## src/rtl/core/ccw_pkg.sv

```systemverilog
// Shared types and constants for the text console character writer.
package ccw_pkg;

  localparam int unsigned CHAR_W = 8;
  localparam int unsigned CELL_W = 16;
  localparam int unsigned ADDR_W = 11;
  localparam int unsigned ROW_W  = 5;
  localparam int unsigned COL_W  = 7;
  localparam int unsigned IDX_W  = 11;

  localparam logic [CHAR_W-1:0] CH_NUL = 8'h00;
  localparam logic [CHAR_W-1:0] CH_BEL = 8'h07;
  localparam logic [CHAR_W-1:0] CH_BS  = 8'h08;
  localparam logic [CHAR_W-1:0] CH_TAB = 8'h09;
  localparam logic [CHAR_W-1:0] CH_LF  = 8'h0A;
  localparam logic [CHAR_W-1:0] CH_VT  = 8'h0B;
  localparam logic [CHAR_W-1:0] CH_FF  = 8'h0C;
  localparam logic [CHAR_W-1:0] CH_CR  = 8'h0D;

  localparam logic [CHAR_W-1:0] ATTR_RESET = 8'h07;
  localparam logic [CELL_W-1:0] CELL_RESET = 16'h0700;

  typedef enum logic [2:0] {
    ST_CLEAR,
    ST_IDLE,
    ST_EXEC,
    ST_MOVE,
    ST_FILL,
    ST_RESP
  } seq_state_e;

  typedef enum logic {
    OP_PUT  = 1'b0,
    OP_READ = 1'b1
  } opcode_e;

  // Effect of one put character, from the cursor unit to the sequencer.
  typedef struct packed {
    logic wr_en;
    logic blank;
    logic text;
    logic cur;
    logic scroll;
  } cur_upd_t;

endpackage

```

## src/rtl/core/ccw_cursor.sv

```systemverilog
// Cursor unit: row, column and tab phase registers and the per-character update.
module ccw_cursor #(
  parameter int unsigned Columns = 80,
  parameter int unsigned Rows    = 25,
  parameter int unsigned TabStop = 4,
  parameter int unsigned AddrW   = 11,
  parameter int unsigned RowW    = 5,
  parameter int unsigned ColW    = 7
) (
  input  logic                       clk_i,
  input  logic                       rst_ni,
  input  logic                       exec_i,
  input  logic [ccw_pkg::CHAR_W-1:0] char_i,
  output logic [RowW-1:0]            row_o,
  output logic [ColW-1:0]            col_o,
  output logic [AddrW-1:0]           idx_o,
  output logic [AddrW-1:0]           wr_addr_o,
  output ccw_pkg::cur_upd_t          upd_o
);
  import ccw_pkg::*;

  localparam int unsigned RowNW = $clog2(Rows + 1);
  localparam int unsigned ColNW = $clog2(Columns + TabStop + 1);
  localparam int unsigned PhW   = (TabStop > 1) ? $clog2(TabStop) : 1;

  logic [RowW-1:0]  row_q;
  logic [ColW-1:0]  col_q;
  logic [PhW-1:0]   ph_q;
  logic [RowNW-1:0] row_d;
  logic [ColNW-1:0] col_d;
  logic [PhW-1:0]   ph_d;
  logic [AddrW-1:0] idx;
  cur_upd_t         upd;

  assign idx = AddrW'(row_q * Columns + col_q);

  always_comb begin
    row_d     = RowNW'(row_q);
    col_d     = ColNW'(col_q);
    ph_d      = ph_q;
    upd       = '0;
    wr_addr_o = idx;
    case (char_i)
      CH_NUL, CH_FF, CH_VT, CH_BEL: begin
      end
      CH_LF: begin
        row_d   = RowNW'(row_q) + RowNW'(1);
        col_d   = '0;
        ph_d    = '0;
        upd.cur = 1'b1;
      end
      CH_CR: begin
        col_d   = '0;
        ph_d    = '0;
        upd.cur = 1'b1;
      end
      CH_TAB: begin
        // advance only when off a stop
        if (ph_q != '0) begin
          col_d   = ColNW'(col_q) + ColNW'(TabStop) - ColNW'(ph_q);
          ph_d    = '0;
          upd.cur = 1'b1;
        end
      end
      CH_BS: begin
        if (col_q != '0) begin
          col_d     = ColNW'(col_q) - ColNW'(1);
          ph_d      = (ph_q == '0) ? PhW'(TabStop - 1) : ph_q - PhW'(1);
          upd.cur   = 1'b1;
          wr_addr_o = idx - AddrW'(1);
        end
        upd.wr_en = 1'b1;
        upd.blank = 1'b1;
        upd.text  = 1'b1;
      end
      default: begin
        col_d     = ColNW'(col_q) + ColNW'(1);
        ph_d      = (ph_q == PhW'(TabStop - 1)) ? '0 : ph_q + PhW'(1);
        upd.wr_en = 1'b1;
        upd.text  = 1'b1;
        upd.cur   = 1'b1;
      end
    endcase

    // wrap to the next line
    if (col_d >= ColNW'(Columns)) begin
      col_d   = '0;
      ph_d    = '0;
      row_d   = row_d + RowNW'(1);
      upd.cur = 1'b1;
    end

    // past the last line: hold on the bottom line and request a scroll
    if (row_d >= RowNW'(Rows)) begin
      row_d      = RowNW'(Rows - 1);
      upd.text   = 1'b1;
      upd.cur    = 1'b1;
      upd.scroll = 1'b1;
    end
  end

  always_ff @(posedge clk_i or negedge rst_ni) begin
    if (!rst_ni) begin
      row_q <= '0;
      col_q <= '0;
      ph_q  <= '0;
    end else if (exec_i) begin
      row_q <= RowW'(row_d);
      col_q <= ColW'(col_d);
      ph_q  <= ph_d;
    end
  end

  assign row_o = row_q;
  assign col_o = col_q;
  assign idx_o = idx;
  assign upd_o = upd;

endmodule

```

## config.mk

```make
export PLATFORM = sky130hd
export DESIGN_NAME = ccw_cursor
export DESIGN_NICKNAME = d
export VERILOG_FILES = /design/src/rtl/core/ccw_pkg.sv /design/src/rtl/core/ccw_cursor.sv
export SDC_FILE = /design/constraint.sdc
export NUM_CORES = 1
export LEC_CHECK = 0
export BUFFER_PORTS_ARGS = -buffer_cell sky130_fd_sc_hd__buf_2
export CAP_MARGIN = 20
export CELL_PAD_IN_SITES_DETAIL_PLACEMENT = 0
export CELL_PAD_IN_SITES_GLOBAL_PLACEMENT = 1
export CORE_UTILIZATION = 40
export CTS_CLUSTER_SIZE = 8
export DETAILED_ROUTE_END_ITERATION = 10
export PLACE_DENSITY_LB_ADDON = 0.05
export SYNTH_ARGS = -nofsm -noshare
export SYNTH_HDL_FRONTEND = slang
export SYNTH_SLANG_ARGS = --single-unit
```

## constraint.sdc

```tcl
create_clock -name clk_i -period 3.8 [get_ports clk_i]
set_clock_uncertainty 0.1 [all_clocks]
set_input_delay 0.38 -clock clk_i [delete_from_list [all_inputs] [get_ports clk_i]]
set_output_delay 0.38 -clock clk_i [all_outputs]
set_load 0.01 [all_outputs]
```

Word-level counts from Yosys, hierarchy flattened
Cells that the tools add are included.

word-level totals
  register bits = 14
  bits in latches = 0
  memory bits (writable) = 0
  memory bits (read-only) = 0
  input bits = 11
  output and inout port bits = 39
  memories kept = 0

cells by class
  $add $sub $neg = 10
  multipliers = 1
  div/mod/pow operators = 0
  $lt $le $gt $ge = 2
  equality and inequality tests = 11
  shift-type cells = 0
  muxes and demuxes = 22
  bitwise gates (word level) = 0
  reductions and logical operators = 8

operators by type and width
  cell                                                                   number
  8-bit by 4-bit equality test with 1-bit output, second input constant  6
  7-bit case mux with 4 select lines                                     1
  11-bit two-way mux                                                     2
  7-bit two-way mux                                                      3
  5-bit two-way mux                                                      3
  11-bit by 7-bit adder with 11-bit output                               1
  11-bit by 1-bit subtractor with 11-bit output, second input constant   1
  5-bit by 1-bit adder with 5-bit output, second input constant          2
  2-bit two-way mux                                                      5
  8-bit by 3-bit equality test with 1-bit output, second input constant  1
  8-bit zero test                                                        1
  2-bit case mux with 4 select lines                                     1
  7-bit by 1-bit adder with 7-bit output, second input constant          1
  7-bit by 3-bit adder with 7-bit output, second input constant          1
  7-bit greater-or-equal comparator, second input constant               1
  5-bit by 3-bit multiplier with 7-bit output, second input constant     1
  7-bit nonzero test                                                     1
  7-bit OR reduction                                                     1
  7-bit by 1-bit subtractor with 7-bit output, second input constant     1
  7-bit by 2-bit subtractor with 7-bit output                            1
  3-bit inequality test, second input constant                           2
  5-bit greater-or-equal comparator, second input constant               1
  1-bit two-way mux                                                      5
  4-bit AND reduction                                                    1
  other kinds (10)                                                       10

Logic depth before layout (Yosys ltp)
  word-level depth = 8
  mapped depth = 13
  depth with buffers taken out = 13

Worst setup path before layout
No wires, ideal clock.

  path kind = register to output
  start = reg col_q[1] (netlist: col_o[1])
  end = out upd_o[2] (netlist bit)
  arrival = 3.223 ns
  data required time = 3.320 ns
  path slack = 0.097 ns
  cell stages (with the launch flop) = 12
  path buffers = 0
  cell sequence = dfrtp_1 > ha_1 > ha_1 > fa_1 > a211oi_1 > mux2_2 > o2bb2ai_1 > a211o_1 > or4b_4 > a21oi_2 > nor2_2 > or2_1

RTL lines
  what                      line               source
  start: declaration        ccw_cursor.sv:27   logic [ColW-1:0] col_q;
  start signal: assignment  ccw_cursor.sv:109  col_q <= ColW'(col_d);
  end: declaration          ccw_cursor.sv:18   output ccw_pkg::cur_upd_t upd_o

==> flow_summary.ini <==
[outcome]
status = finished with violations
violations = negative setup slack

[clock_tree]
clock_latency_ns = 0.25
cts.path.max_buffers = 2
cts_sinks = 14
cts_tree = yes
htreeDepth = 1
cts_buffers = 3
ctsRootBufferMaster = clkbuf_8
clk_pin_slew_worst_paths_ns = 0.07

[yosys]
ys_ff_latch = 14
synth.avg_cell_area_sq_um = 7.765
syn_inst = 330
async_reset_ff_share_pct = 100.0
synth_ff_type = dfrtp_1
ys_warn_count = 0
syn-cell-area_sq_um = 2562
synthesis.nets = 371
synth_edf_count = 0
ys_types = 71
seq_area_frac_synth_pct = 13.67

[worst_setup_path]
start_kind = flip-flop
crit_fanout = 3
cp.arrival_ns = 3.36
worstPathRequired_ns = 3.32
worstSetupEndpointType = output port
crit_type = flip-flop to output port

[routing]
drt_wl_total_um = 7444
ant_nets = 0
wl_per_cell_um = 16.15
via_per_inst = 5.824
drc_errors = 0
first_pass_iters = 5
vias = 2685
drt_iter0_markers = 168

[global_route]
overflow = 0
antenna_found_initial = 0
grt_max_degree = 24
grt_usage_pct = 22.13
grt_pass1_vias = 2270
grt_pass1_wl_um = 11320

[sta]
slew_headroom_pct = 61.93
fmaxAchievable_ghz = 0.2606
hold_viol_final = 0
worstMarginPinSlew_ns = 0.5631
drv_slew = 0
final.min_clock_period_ns = 3.838
worst_slack_ns = -0.03782
setup_violations = 1
holdWs_ns = 0.4663
setup_tns_ns = -0.03782
rsz0062_at_grt = yes
fin_crit_sh_pct = 101.0

[hold_path]
hold_class = input port to async pin

[floorplanning]
core_sq_um = 6061
die_w_um = 82.04
start_util_pct = 42.28
dieHeight_um = 82.04
io_pins = 50
die_area_sq_um = 6731
rows = 28

[finish]
num_antenna_cells = 0
syn_to_final_growth_pct = 20.70
final_nets = 428
fin_area_sq_um = 3093
layout-drive-gt1-share_pct = 26.17

[power_and_ir_drop]
power_uw = 2120
power.density_nw_per_um2 = 685.5
p_leak_uw = 0.001425
ir_drop_uv = 464.4

[place]
dp_hpwl_um = 5713
placed_cell_area_sq_um = 2963
port_buffers = 49
dp_slack_ns = 0.01741
finalWeightedCongestion = 0.8271

[flow_run]
maxCapViolCount = 0
==> Yosys cell counts (all sizes together), types with 2 or more instances <==
cell type	instances	area (sq um)
nor4b	2	23.77
nand3	8	40.04
nor2b	8	50.05
nand2	29	108.9
nand2b	9	56.30
and4bb	2	25.02
and2	4	25.02
o2bb2ai	4	35.03
o21a	2	15.01
nor3	13	70.07
xnor2	14	122.6
clkbuf	13	48.80
dfrtp	14	350.3
o31ai	4	30.03
and3	7	45.05
o211ai	2	15.01
o31a	2	17.52
inv	13	48.80
a22oi	3	22.52
o22ai	6	37.54
a32o	2	20.02
mux2i	2	20.02
nor2	29	113.9
nand4	6	37.54
or2	2	12.52
a221oi	7	78.83
a211oi	4	35.03
buf	9	55.05
nand4b	2	17.52
a21o	5	38.79
or3	3	23.77
ha	27	337.8
nand3b	2	15.01
a31oi	5	31.28
a211o	2	17.52
xor2	11	96.34
a21boi	2	15.02
o21ai	16	80.08
a21oi	12	63.81
fa	3	60.06
mux2	2	22.52
nor4	4	40.04
==> layout make-up <==
class                      instances  area, sq um
clock buffer                       4        55.05
multi-input combinational        281         2110
tap                               75        93.84
timing repair buffer              74        435.4
inverter                          13        48.80
sequential                        14        350.3
fill                             627         2968
==> power by group <==
group | switching, uW | internal, uW | total [uW]
Clock | 65.1 | 92.1 | 157
Sequential | 90.5 | 200 | 290
Combinational | 895 | 778 | 1670
==> timing repair <==
action	CTS	global route
pin swaps	4	8
resized for setup	5	4
hold endpoints to repair	14	0
buffers inserted	2	0
endpoints found under the setup margin	3	2
hold buffers	1	0
==> cells by family (layout without fill, tap and decap cells) <==
family,Yosys count,count (layout),synth area share (%)
simple gates,134,134,29.25
buf+inv,35,91,5.957
mux,4,4,1.660
flops,14,14,13.67
compound gates,88,88,25.39
fa+ha+maj,30,30,15.53
xor+xnor,25,25,8.545
==> critical path, cell delays in order (launching register included) <==
cell	delay (ns)
dfrtp_1	0.39
inv_2	0.09
ha_4	0.20
ha_4	0.16
fa_2	0.37
a211oi_2	0.27
mux2_4	0.20
o2bb2ai_2	0.05
a211o_1	0.29
or4b_4	0.51
a21oi_4	0.18
nor2_2	0.05
or2_1	0.20
buf_2	0.14
==> path summary, 6_finish.rpt <==
check	end	cells past startpoint	slack [ns]	startpoint
min in group clk_i	col_o[6]$_DFFE_PN0P_	3	0.47	exec_i
hold reg to reg	ph_q[0]$_DFFE_PN0P_	1	0.50	ph_q[0]$_DFFE_PN0P_
setup / recovery	upd_o[2]	13	-0.04	ph_q[1]$_DFFE_PN0P_
hold / removal	col_o[0]$_DFFE_PN0P_	2	0.47	rst_ni
setup reg to reg	ph_q[0]$_DFFE_PN0P_	13	0.31	ph_q[1]$_DFFE_PN0P_
max in group asynchronous	row_o[2]$_DFFE_PN0P_	2	2.86	rst_ni
==> state kept, by name, summed over array words and instances (netlist names) <==
name	cells
col_o	7
ph_q	2
row_o	5
==> per-stage QoR <==
step,cells,util (%)
after floorplan,330,-
after global placement,454,48.89
after detailed placement,454,48.89
after CTS,461,50.50
after global routing,461,51.03
final,461,51.03
==> cells in the final DEF (no fill, tap or decap), types with 8 or more instances in the layout <==
cell type / count
a21oi_1: 11
buf_4: 24
nand2b_1: 9
xor2_1: 11
buf_2: 49
dfrtp_1: 14
nor2b_1: 8
nand2_1: 29
inv_1: 12
ha_1: 25
o21ai_0: 14
xnor2_1: 14
nor2_1: 27
nand3_1: 8
nor3_1: 12
==> per-layer routing <==
layer	routed length (um)	global-route usage, %	vias up
met5	0	0	-
li1	-	-	1327
met1	3651	32.69	1240
met4	84	6.316	0
met2	3269	34.13	111
met3	438	1.333	7
Power figures use the tool's default switching activity.
